`src/rtl/core/stsyn_pkg.sv`:
```
// Shared types, constants and tables for the sine tone synthesizer.
// Used by stsyn_mul, stsyn_div and sine_tone_synthesizer; depends on nothing.
package stsyn_pkg;

    // Phase counter and its modulus (one full sine period)
    localparam int unsigned PHASE_W = 16;
    localparam logic [PHASE_W-1:0] PHASE_MODULUS = 16'd44100;

    // Configuration register indexes and widths
    localparam int unsigned CFG_IDX_W  = 2;
    localparam int unsigned CFG_DATA_W = 16;
    localparam logic [CFG_IDX_W-1:0] CFG_TONE_STEP = 2'd0;
    localparam logic [CFG_IDX_W-1:0] CFG_AMPLITUDE = 2'd1;
    localparam int unsigned STEP_W = 16;
    localparam int unsigned AMP_W  = 15;
    localparam logic [STEP_W-1:0] TONE_STEP_RESET = 16'd200;
    localparam logic [AMP_W-1:0]  AMPLITUDE_RESET = 15'd0;

    // Sample format: Q1.15 sine times amplitude, shifted back by 15
    localparam int unsigned SAMPLE_W = 16;
    localparam int unsigned Q_FRAC   = 15;
    localparam logic [SAMPLE_W-1:0] SINE_POS_MAX = 16'd32767;
    localparam logic [SAMPLE_W-1:0] SINE_NEG_MAX = 16'd32768;

    // Q2.62 datapath
    localparam int unsigned WORD_W = 64;
    localparam int unsigned PROD_W = 2 * WORD_W;
    localparam int unsigned Q62    = 62;
    localparam logic [WORD_W-1:0] HALF_PI_Q62 = 64'h6487_ED51_10B4_611A;
    localparam logic [WORD_W-1:0] ONE_Q62     = 64'h4000_0000_0000_0000;
    localparam logic [WORD_W-1:0] ROUND_Q47   = 64'h0000_4000_0000_0000;
    localparam int unsigned SMAG_LSB = 47;

    // Divider operand width (covers the modulus and the series divisors)
    localparam int unsigned DEN_W = 16;

    // Taylor series length
    localparam int unsigned K_W = 4;
    localparam logic [K_W-1:0] TAYLOR_TERMS = 4'd12;

    // Request and response words for the shared multiplier
    typedef struct packed {
        logic              start;
        logic [WORD_W-1:0] a;
        logic [WORD_W-1:0] b;
    } t_mul_req;

    typedef struct packed {
        logic              done;
        logic [WORD_W-1:0] q62;
        logic [PROD_W-1:0] prod;
    } t_mul_rsp;

    // Request and response words for the shared divider
    typedef struct packed {
        logic              start;
        logic [DEN_W-1:0]  rem;
        logic [WORD_W-1:0] num;
        logic [DEN_W-1:0]  den;
    } t_div_req;

    typedef struct packed {
        logic              done;
        logic [WORD_W-1:0] quo;
        logic [DEN_W-1:0]  rem;
    } t_div_rsp;

    // Series divisor (2k)(2k+1) for term k
    function automatic logic [DEN_W-1:0] taylor_div(input logic [K_W-1:0] k);
        logic [DEN_W-1:0] d;
        case (k)
            4'd1:    d = 16'd6;
            4'd2:    d = 16'd20;
            4'd3:    d = 16'd42;
            4'd4:    d = 16'd72;
            4'd5:    d = 16'd110;
            4'd6:    d = 16'd156;
            4'd7:    d = 16'd210;
            4'd8:    d = 16'd272;
            4'd9:    d = 16'd342;
            4'd10:   d = 16'd420;
            4'd11:   d = 16'd506;
            4'd12:   d = 16'd600;
            default: d = 16'd1;
        endcase
        return d;
    endfunction

endpackage

```
`src/rtl/core/stsyn_mul.sv`:
```
// Shared 64x64 multiplier built from one 32x32 multiplier and four partial products.
// Returns the full product and its Q2.62 slice; depends on stsyn_pkg.
module stsyn_mul
    import stsyn_pkg::*;
(
    input  logic     i_clk,
    input  logic     i_rst_n,
    input  t_mul_req i_req,
    output t_mul_rsp o_rsp
);

    localparam int unsigned HALF_W = WORD_W / 2;
    localparam int unsigned CNT_W  = 3;
    localparam logic [CNT_W-1:0] LAST_CNT = 3'd4;

    logic              r_busy;
    logic              r_done;
    logic [CNT_W-1:0]  r_cnt;
    logic [WORD_W-1:0] r_a;
    logic [WORD_W-1:0] r_b;
    logic [WORD_W-1:0] r_pp;
    logic [1:0]        r_sel;
    logic [PROD_W-1:0] r_acc;

    logic [HALF_W-1:0] ma;
    logic [HALF_W-1:0] mb;
    logic [WORD_W-1:0] pp;
    logic [PROD_W-1:0] pp_sh;

    // Pick the halves for this partial product: ll, lh, hl, hh
    always_comb begin
        case (r_cnt[1:0])
            2'd0: begin
                ma = r_a[HALF_W-1:0];
                mb = r_b[HALF_W-1:0];
            end
            2'd1: begin
                ma = r_a[HALF_W-1:0];
                mb = r_b[WORD_W-1:HALF_W];
            end
            2'd2: begin
                ma = r_a[WORD_W-1:HALF_W];
                mb = r_b[HALF_W-1:0];
            end
            default: begin
                ma = r_a[WORD_W-1:HALF_W];
                mb = r_b[WORD_W-1:HALF_W];
            end
        endcase
    end

    assign pp = WORD_W'(ma) * WORD_W'(mb);

    // Align the registered partial product by its weight
    always_comb begin
        case (r_sel)
            2'd0:    pp_sh = {{WORD_W{1'b0}}, r_pp};
            2'd1:    pp_sh = {{HALF_W{1'b0}}, r_pp, {HALF_W{1'b0}}};
            2'd2:    pp_sh = {{HALF_W{1'b0}}, r_pp, {HALF_W{1'b0}}};
            default: pp_sh = {r_pp, {WORD_W{1'b0}}};
        endcase
    end

    // Sequence the four partial products and accumulate each in the cycle after it is formed
    always_ff @(posedge i_clk) begin
        if (!i_rst_n) begin
            r_busy <= 1'b0;
            r_done <= 1'b0;
            r_cnt  <= '0;
        end else begin
            r_done <= 1'b0;
            if (i_req.start) begin
                r_busy <= 1'b1;
                r_cnt  <= '0;
            end else if (r_busy) begin
                r_cnt <= r_cnt + 1'b1;
                if (r_cnt == LAST_CNT) begin
                    r_busy <= 1'b0;
                    r_done <= 1'b1;
                end
            end
        end
    end

    // Operand and accumulator registers
    always_ff @(posedge i_clk) begin
        if (i_req.start) begin
            r_a   <= i_req.a;
            r_b   <= i_req.b;
            r_acc <= '0;
        end else if (r_busy) begin
            r_pp  <= pp;
            r_sel <= r_cnt[1:0];
            if (r_cnt != '0) begin
                r_acc <= r_acc + pp_sh;
            end
        end
    end

    assign o_rsp.done = r_done;
    assign o_rsp.prod = r_acc;
    assign o_rsp.q62  = r_acc[Q62+WORD_W-1:Q62];

endmodule

```
`src/rtl/core/stsyn_div.sv`:
```
// Shared restoring divider, four quotient bits per cycle over a 64-bit word.
// Takes an initial remainder below the divisor; depends on stsyn_pkg.
module stsyn_div
    import stsyn_pkg::*;
(
    input  logic     i_clk,
    input  logic     i_rst_n,
    input  t_div_req i_req,
    output t_div_rsp o_rsp
);

    localparam int unsigned STEPS    = 4;
    localparam int unsigned CYCLES   = WORD_W / STEPS;
    localparam int unsigned CNT_W    = $clog2(CYCLES);
    localparam logic [CNT_W-1:0] LAST_CNT = CNT_W'(CYCLES - 1);

    logic              r_busy;
    logic              r_done;
    logic [CNT_W-1:0]  r_cnt;
    logic [DEN_W-1:0]  r_rem;
    logic [WORD_W-1:0] r_quo;
    logic [DEN_W-1:0]  r_den;

    logic [DEN_W-1:0]  n_rem;
    logic [WORD_W-1:0] n_quo;
    logic [DEN_W-1:0]  rem_v;
    logic [WORD_W-1:0] quo_v;
    logic [DEN_W:0]    trial;

    // Shift in one dividend bit per step, subtract where it fits
    always_comb begin
        rem_v = r_rem;
        quo_v = r_quo;
        trial = '0;
        for (int i = 0; i < STEPS; i++) begin
            trial = {rem_v, quo_v[WORD_W-1]};
            quo_v = {quo_v[WORD_W-2:0], 1'b0};
            if (trial >= {1'b0, r_den}) begin
                rem_v    = DEN_W'(trial - {1'b0, r_den});
                quo_v[0] = 1'b1;
            end else begin
                rem_v = trial[DEN_W-1:0];
            end
        end
        n_rem = rem_v;
        n_quo = quo_v;
    end

    // Count the passes over the word
    always_ff @(posedge i_clk) begin
        if (!i_rst_n) begin
            r_busy <= 1'b0;
            r_done <= 1'b0;
            r_cnt  <= '0;
        end else begin
            r_done <= 1'b0;
            if (i_req.start) begin
                r_busy <= 1'b1;
                r_cnt  <= '0;
            end else if (r_busy) begin
                r_cnt <= r_cnt + 1'b1;
                if (r_cnt == LAST_CNT) begin
                    r_busy <= 1'b0;
                    r_done <= 1'b1;
                end
            end
        end
    end

    // Load operands, then advance remainder and quotient
    always_ff @(posedge i_clk) begin
        if (i_req.start) begin
            r_rem <= i_req.rem;
            r_quo <= i_req.num;
            r_den <= i_req.den;
        end else if (r_busy) begin
            r_rem <= n_rem;
            r_quo <= n_quo;
        end
    end

    assign o_rsp.done = r_done;
    assign o_rsp.quo  = r_quo;
    assign o_rsp.rem  = r_rem;

endmodule

```
`src/rtl/core/sine_tone_synthesizer.sv`:
```
// Sine tone synthesizer top level: sequencer, phase and config registers.
// Instantiates stsyn_mul and stsyn_div; depends on stsyn_pkg.
//
// Each accepted input word requests one audio sample. The block holds a phase
// counter modulo 44100 and returns amplitude * sin(2*pi*phase/44100), the sine
// rounded to Q1.15 (positive peak held at 32767) and the product shifted right
// by 15, then advances the phase by tone_step. The end-of-block flag of the
// request comes back with its sample. The sine is evaluated in Q2.62 fixed
// point by a quarter-wave reduction and a thirteen-term Taylor series. One item
// passes through the shared divider 15 times (14 when the phase sits on a
// quarter-wave peak), which yields four quotient bits a cycle over a 64-bit
// word, and through the shared four-partial-product multiplier 15 times; no new
// request is taken until the item is finished. A finished sample waits in the
// output register, and the next request is taken meanwhile.
// Write tone_step and amplitude only while no request is in flight.
module sine_tone_synthesizer
    import stsyn_pkg::*;
(
    input  logic                 i_clk,
    input  logic                 i_rst_n,
    // request channel
    input  logic                 i_in_valid,
    output logic                 o_in_ready,
    input  logic                 i_end_of_block,
    // sample channel
    output logic                 o_out_valid,
    input  logic                 i_out_ready,
    output logic [SAMPLE_W-1:0]  o_sample,
    output logic                 o_last_of_block,
    // configuration channel
    input  logic                 i_cfg_valid,
    output logic                 o_cfg_ready,
    input  logic [CFG_IDX_W-1:0] i_cfg_index,
    input  logic [CFG_DATA_W-1:0] i_cfg_data
);

    typedef enum logic [3:0] {
        S_IDLE,
        S_QUAD,
        S_FRAC,
        S_XMUL,
        S_X2MUL,
        S_TMUL,
        S_TDIV,
        S_ROUND,
        S_AMUL,
        S_WRAP,
        S_DONE
    } t_state;

    t_state r_state, n_state;

    logic [PHASE_W-1:0]  r_phase, n_phase;
    logic [STEP_W-1:0]   r_tone_step, n_tone_step;
    logic [AMP_W-1:0]    r_amplitude, n_amplitude;
    logic                r_eob, n_eob;
    logic [1:0]          r_quad, n_quad;
    logic [WORD_W-1:0]   r_term, n_term;
    logic [WORD_W-1:0]   r_sum, n_sum;
    logic [WORD_W-1:0]   r_x2, n_x2;
    logic [K_W-1:0]      r_k, n_k;
    logic [SAMPLE_W-1:0] r_result, n_result;
    logic                r_out_valid, n_out_valid;
    logic [SAMPLE_W-1:0] r_sample, n_sample;
    logic                r_last, n_last;

    t_mul_req mul_req;
    t_mul_rsp mul_rsp;
    t_div_req div_req;
    t_div_rsp div_rsp;

    logic [PHASE_W-1:0]     quarter_t;
    logic [WORD_W-1:0]      rounded;
    logic [SAMPLE_W:0]      smag_raw;
    logic [SAMPLE_W-1:0]    smag;
    logic [SAMPLE_W-1:0]    mag;
    logic [PHASE_W:0]       wrap_sum;

    stsyn_mul u_mul (
        .i_clk   (i_clk),
        .i_rst_n (i_rst_n),
        .i_req   (mul_req),
        .o_rsp   (mul_rsp)
    );

    stsyn_div u_div (
        .i_clk   (i_clk),
        .i_rst_n (i_rst_n),
        .i_req   (div_req),
        .o_rsp   (div_rsp)
    );

    // Fold the position within the quadrant onto the rising quarter wave
    assign quarter_t = div_rsp.quo[0] ? (PHASE_MODULUS - div_rsp.rem) : div_rsp.rem;

    // Round the Q2.62 sine to Q1.15 and hold it at the peak for its sign
    assign rounded  = r_sum + ROUND_Q47;
    assign smag_raw = rounded[SMAG_LSB+SAMPLE_W:SMAG_LSB];
    always_comb begin
        if (r_quad[1]) begin
            smag = (smag_raw > {1'b0, SINE_NEG_MAX}) ? SINE_NEG_MAX
                                                      : smag_raw[SAMPLE_W-1:0];
        end else begin
            smag = (smag_raw > {1'b0, SINE_POS_MAX}) ? SINE_POS_MAX
                                                      : smag_raw[SAMPLE_W-1:0];
        end
    end

    assign mag      = mul_rsp.prod[Q_FRAC+SAMPLE_W-1:Q_FRAC];
    assign wrap_sum = {1'b0, r_phase} + {1'b0, r_tone_step};

    // Sequencer: issue unit requests and collect their results
    always_comb begin
        n_state     = r_state;
        n_phase     = r_phase;
        n_tone_step = r_tone_step;
        n_amplitude = r_amplitude;
        n_eob       = r_eob;
        n_quad      = r_quad;
        n_term      = r_term;
        n_sum       = r_sum;
        n_x2        = r_x2;
        n_k         = r_k;
        n_result    = r_result;
        n_out_valid = r_out_valid;
        n_sample    = r_sample;
        n_last      = r_last;
        mul_req     = '0;
        div_req     = '0;

        // Drop the output word once it is taken
        if (r_out_valid && i_out_ready) begin
            n_out_valid = 1'b0;
        end

        // Register writes
        if (i_cfg_valid) begin
            case (i_cfg_index)
                CFG_TONE_STEP: n_tone_step = i_cfg_data[STEP_W-1:0];
                CFG_AMPLITUDE: n_amplitude = i_cfg_data[AMP_W-1:0];
                default:       ;
            endcase
        end

        case (r_state)
            S_IDLE: begin
                // Split 4*phase into quadrant and remainder
                if (i_in_valid) begin
                    n_eob         = i_end_of_block;
                    div_req.start = 1'b1;
                    div_req.num   = WORD_W'({r_phase, 2'b00});
                    div_req.den   = DEN_W'(PHASE_MODULUS);
                    n_state       = S_QUAD;
                end
            end
            S_QUAD: begin
                if (div_rsp.done) begin
                    n_quad = div_rsp.quo[1:0];
                    if (quarter_t == PHASE_MODULUS) begin
                        mul_req.start = 1'b1;
                        mul_req.a     = HALF_PI_Q62;
                        mul_req.b     = ONE_Q62;
                        n_state       = S_XMUL;
                    end else begin
                        // t/M as a 64-bit fraction, kept to 62 bits
                        div_req.start = 1'b1;
                        div_req.rem   = DEN_W'(quarter_t);
                        div_req.den   = DEN_W'(PHASE_MODULUS);
                        n_state       = S_FRAC;
                    end
                end
            end
            S_FRAC: begin
                if (div_rsp.done) begin
                    mul_req.start = 1'b1;
                    mul_req.a     = HALF_PI_Q62;
                    mul_req.b     = {2'b00, div_rsp.quo[WORD_W-1:2]};
                    n_state       = S_XMUL;
                end
            end
            S_XMUL: begin
                // Angle x is the first term and the first partial sum
                if (mul_rsp.done) begin
                    n_term        = mul_rsp.q62;
                    n_sum         = mul_rsp.q62;
                    n_k           = K_W'(1);
                    mul_req.start = 1'b1;
                    mul_req.a     = mul_rsp.q62;
                    mul_req.b     = mul_rsp.q62;
                    n_state       = S_X2MUL;
                end
            end
            S_X2MUL: begin
                if (mul_rsp.done) begin
                    n_x2          = mul_rsp.q62;
                    mul_req.start = 1'b1;
                    mul_req.a     = r_term;
                    mul_req.b     = mul_rsp.q62;
                    n_state       = S_TMUL;
                end
            end
            S_TMUL: begin
                if (mul_rsp.done) begin
                    div_req.start = 1'b1;
                    div_req.num   = mul_rsp.q62;
                    div_req.den   = taylor_div(r_k);
                    n_state       = S_TDIV;
                end
            end
            S_TDIV: begin
                // Alternate the sign of the terms, then go on or finish
                if (div_rsp.done) begin
                    n_term = div_rsp.quo;
                    n_sum  = r_k[0] ? (r_sum - div_rsp.quo) : (r_sum + div_rsp.quo);
                    if (r_k == TAYLOR_TERMS) begin
                        n_state = S_ROUND;
                    end else begin
                        n_k           = r_k + 1'b1;
                        mul_req.start = 1'b1;
                        mul_req.a     = div_rsp.quo;
                        mul_req.b     = r_x2;
                        n_state       = S_TMUL;
                    end
                end
            end
            S_ROUND: begin
                mul_req.start = 1'b1;
                mul_req.a     = WORD_W'(r_amplitude);
                mul_req.b     = WORD_W'(smag);
                n_state       = S_AMUL;
            end
            S_AMUL: begin
                // Apply the sign, then reduce the advanced phase
                if (mul_rsp.done) begin
                    n_result      = r_quad[1] ? (SAMPLE_W'(0) - mag) : mag;
                    div_req.start = 1'b1;
                    div_req.num   = WORD_W'(wrap_sum);
                    div_req.den   = DEN_W'(PHASE_MODULUS);
                    n_state       = S_WRAP;
                end
            end
            S_WRAP: begin
                if (div_rsp.done) begin
                    n_phase = div_rsp.rem[PHASE_W-1:0];
                    n_state = S_DONE;
                end
            end
            S_DONE: begin
                // Hold until the output register is free
                if (!r_out_valid || i_out_ready) begin
                    n_out_valid = 1'b1;
                    n_sample    = r_result;
                    n_last      = r_eob;
                    n_state     = S_IDLE;
                end
            end
            default: begin
                n_state = S_IDLE;
            end
        endcase
    end

    // State, configuration and output registers
    always_ff @(posedge i_clk) begin
        if (!i_rst_n) begin
            r_state     <= S_IDLE;
            r_phase     <= '0;
            r_tone_step <= TONE_STEP_RESET;
            r_amplitude <= AMPLITUDE_RESET;
            r_out_valid <= 1'b0;
            r_k         <= '0;
        end else begin
            r_state     <= n_state;
            r_phase     <= n_phase;
            r_tone_step <= n_tone_step;
            r_amplitude <= n_amplitude;
            r_out_valid <= n_out_valid;
            r_k         <= n_k;
        end
        r_eob    <= n_eob;
        r_quad   <= n_quad;
        r_term   <= n_term;
        r_sum    <= n_sum;
        r_x2     <= n_x2;
        r_result <= n_result;
        r_sample <= n_sample;
        r_last   <= n_last;
    end

    assign o_in_ready      = (r_state == S_IDLE);
    assign o_cfg_ready     = 1'b1;
    assign o_out_valid     = r_out_valid;
    assign o_sample        = r_sample;
    assign o_last_of_block = r_last;

endmodule
```
`config.mk`:
```
export PLATFORM = sky130hd
export DESIGN_NAME = sine_tone_synthesizer
export DESIGN_NICKNAME = d
export VERILOG_FILES = /design/src/rtl/core/stsyn_pkg.sv /design/src/rtl/core/stsyn_mul.sv /design/src/rtl/core/stsyn_div.sv /design/src/rtl/core/sine_tone_synthesizer.sv
export SDC_FILE = /design/constraint.sdc
export NUM_CORES = 2
export LEC_CHECK = 0
export BUFFER_PORTS_ARGS = -buffer_cell sky130_fd_sc_hd__buf_4
export CORE_MARGIN = 4
export CORE_UTILIZATION = 60
export DETAILED_ROUTE_END_ITERATION = 6
export GPL_TIMING_DRIVEN = 0
export PLACE_DENSITY = 0.82
export SLEW_MARGIN = 20
export SYNTH_ARGS = -nofsm -noshare
export SYNTH_HDL_FRONTEND = slang
export SYNTH_SLANG_ARGS = --single-unit
```
`constraint.sdc`:
```
create_clock -name i_clk -period 20.3 [get_ports i_clk]
set_input_delay 1.015 -clock i_clk [delete_from_list [all_inputs] [get_ports i_clk]]
set_output_delay 1.015 -clock i_clk [all_outputs]
set_load 0.01 [all_outputs]
```
==> flow_summary.toml <==
[routing]
vias = 70282
drt_iter0_drc = 10797
ant_nets = 0
routed_via_density = 6.451
detail_route.wl_per_cell_um = 27.49
drc_errors = 108
first_pass_iters = 7
totalWireLength_mm = 299.5

[cts]
cts_tree = "done"
cts_sinks = 715
clock_latency_ps = 710
cts.htree.levels = 3
cts_setup_buffers = 0
cts-root-buf = "clkbuf_16"
cts_max_path_buffers = 3
cts_buffers = 76
clk_pin_slew_ps = 70
postCtsResizedCells = 0
postCtsHoldBufs = 0

[layout]
fillers = 10884
fin_util = 0.6519
final_area_um2 = 84850
fin_nets = 10532
drive_above_1_share = 0.03878
regArea_um2 = 19440
syn2layout_area_growth_pct = 7.309
multi_input_area_um2 = 53470

[hold_path]
hp-start = "r_result[12]"
hold_class = "flip-flop to flip-flop"
min_path_cells = 0
hold_path_end = "o_sample[12]"

[place]
place.gp.congestion = 1.068
numPortBuffers = 42
place_hpwl_mm = 241.8
postPlaceCellArea_um2 = 82130

[floorplan]
start_util = 0.6075
std_cell_rows = 132
ios = 44
die_h_um = 371.0
core_um2 = 130100
die_x_um = 371.0
dieArea_um2 = 137600

[grt]
grt_pass1_vias = 68578
grt_max_degree = 61
grt_util_all_layers = 0.4320
grt_pass1_wl_mm = 436.6
gr-total-overflow = 0
antenna_found_initial = 22

[worst_setup_path]
cp_common_cell = "fa_1"
reg2reg_slack_ps = 5830
critPathMaxFanout = 10
crit_arrival_ps = 14820
worstSetupEndpointType = "flip-flop"
cpMaxStageDelayCell = "o311ai_0"
crit_path_start_kind = "flip-flop"
critPathMaxStageDelay_ps = 1160
r2r_start = "u_mul.r_cnt[0]"
timing.rr.end = "u_mul.r_pp[61]"
r2r_cells = 34
worstSetupPathType = "flip-flop to flip-flop"
worstPathRequired_ps = 20650

[power]
p_per_area_nw_per_um2 = 176.8
swShare = 0.5141
clkPwrFrac = 0.098
p_int_mw = 7.291
p_sw_mw = 7.713
power_frac_comb = 0.752
power_leakage_nw = 39.45
vdd_drop_max_mv = 0.9215
p_seq_frac = 0.150

[timing]
timing.final.crit_share = 0.7128
grt_setup_unrepaired = "no"
tns_ps = 0
setup_viol = 0
skew_ps = 82.77
hold_viol = 0
min_period_ps = 14470
fmax_mhz = 69.11
slew_headroom = 0.1256
worstMarginPinSlew_ps = 1312
final-max-slew-violation-count = 0

[synthesis]
synth_top_area_frac = 0.2286
yosys.area_share.simple = 0.1515
synth-adder-area-share = 0.3142
synth.distinct_cells = 91
synth-seq-cells = 715
async_reset_ff_frac = 0
synth_edf_count = 512
synthCells = 8925
yosysSeqAreaShare = 0.2459
synth_mux_area_frac = 0.01869
synth.net_count = 10393
yosysTopAreaCell = "fa_1"
synth.top_cells.by_area = "fa_1, edfxtp_1, ha_1, nand2_1, inv_1"
yosys_warnings = 0
syn_avg_cell_area_um2 = 8.859
synth_compound_area_frac = 0.1445
synth_top_family_by_area = "adder cells"
synth_ff_type = "edfxtp_1"
synth_area_um2 = 79070
synthXorXnorAreaFrac = 0.04442

[run]
cap_violations = 0

[status]
status = "finished with violations"
violations = "design-rule violations"
-- worst max path at each step --
stage                    start              to  slack, ps
6_report        u_mul.r_cnt[0]  u_mul.r_pp[61]       5830
3_5_place_dp    u_mul.r_cnt[0]  u_mul.r_pp[61]       6540
2_1_floorplan   u_div.r_rem[0]   u_mul.r_pp[0]       8680
4_1_cts         u_mul.r_cnt[0]  u_mul.r_pp[61]       6460
3_3_place_gp    u_div.r_rem[0]  u_mul.r_pp[63]        820
5_1_grt        u_div.r_den[13]  u_div.r_rem[9]       5760
-- synth_stat cells, drive strengths merged (11+ instances only) --
cell and n:
buf 36, mux2i 70, nor4 22, o21ai 376, a222oi 115, a21oi 519
a32oi 21, nor3 68, clkbuf 431, inv 1225, xnor2 262, mux2 69
o21a 31, and3 51, o31ai 42, nand3 90, and2 133, nor2b 55
nor2 520, nand4 65, fa 903, a2111oi 11, nand2 1637, a31oi 45
or2 19, a32o 11, ha 541, o21bai 82, edfxtp 512, a211oi 28
o22ai 15, o211ai 14, a22o 76, nand2b 48, a21o 186, xor2 139
a21boi 64, a211o 11, or3 32, dfxtp 203
-- placed cells by master (no fill, tap or decap), types with 32 or more instances in the layout --
master	synthesis	final
nand2_1	1635	1634
inv_1	1225	1225
fa_1	903	903
ha_1	541	541
a21oi_1	519	519
nor2_1	520	515
edfxtp_1	512	512
clkbuf_1	431	434
o21ai_0	374	374
xnor2_1	262	262
dfxtp_1	203	203
a21o_1	186	186
xor2_1	139	139
and2_1	132	132
a222oi_1	115	115
nand3_1	90	90
o21bai_1	82	82
a22o_1	76	76
clkbuf_16	0	76
mux2_2	69	69
nor3_1	67	67
nand4_1	65	65
a21boi_0	64	64
nor2b_1	54	54
and3_1	51	51
nand2b_1	48	48
buf_4	1	46
a31oi_1	45	45
mux2i_1	70	42
o31ai_1	42	42
or3_1	32	32
-- kinds of logic (layout without fill, tap and decap cells) --
group,count (synthesis),after routing
mux,139,139
other cells,1,26
compound gates,1743,1743
xor+xnor,401,401
buf+inv,1695,1898
simple gates,2787,2787
fa+ha+maj,1444,1444
flops,715,715
-- critical path, delay by kind of cell, from the launching register on --
family,cells,cell delay (ps)
compound gates,10,4080
xor+xnor,1,770
fa+ha+maj,10,4730
buf+inv,9,2290
flops,1,440
mux,1,650
simple gates,3,1130
-- per-stage QoR --
stage / total power, mW / hold slack, ps / cells / worst slack (ps)
after floorplan: 10.20 / 400.3 / 8925 / 8684
after global placement: 12.91 / 401.3 / 10709 / 821.5
after detailed placement: 13.12 / 408.3 / 10727 / 6536
after CTS: 14.61 / 423.2 / 10869 / 6464
after global routing: 15.86 / 428.7 / 10874 / 5760
final: 15.00 / 421.0 / 10895 / 5830
-- layer usage --
metal | vias up | global-route usage | part of all wire
li1 | 29975 | - | -
met1 | 34084 | 0.5653 | 0.36
met2 | 5119 | 0.6305 | 0.42
met3 | 1098 | 0.1308 | 0.15
met4 | 6 | 0.2654 | 0.076
met5 | - | 0 | 0.00012
-- sequential cells by signal, indices dropped and copies added, names as in the netlist, 11 cells and up, named ones only --
name,cells
r_result,16
u_mul.r_b,64
r_tone_step,16
u_div.r_rem,16
r_sum,64
r_x2,64
u_div.r_den,11
r_amplitude,15
r_phase,16
u_mul.r_pp,64
u_div.r_quo,64
r_term,64
o_sample,16
u_mul.r_a,64
u_mul.r_acc,126
-- cell type report --
class                   instances  area share
multi-input cells            6515      0.6302
flip-flops and latches        715      0.2291
inverters                    1228     0.05433
well taps                    1742     0.02569
clock buffers                 100     0.02445
plain buffers                 467     0.02106
repair buffers                 61    0.008022
clock inverters                42    0.006371
diodes                         25   0.0007373
-- power groups by stage --
stage	Sequential [mW]	Clock, mW	Combinational, mW
floorplan	2.18	0	8.02
global placement	2.26	0	10.6
detailed placement	2.26	0	10.9
CTS	2.23	1.47	10.9
global route	2.25	1.53	12.1
finish	2.25	1.48	11.3
No activity file was read; power rests on OpenSTA's default activity.
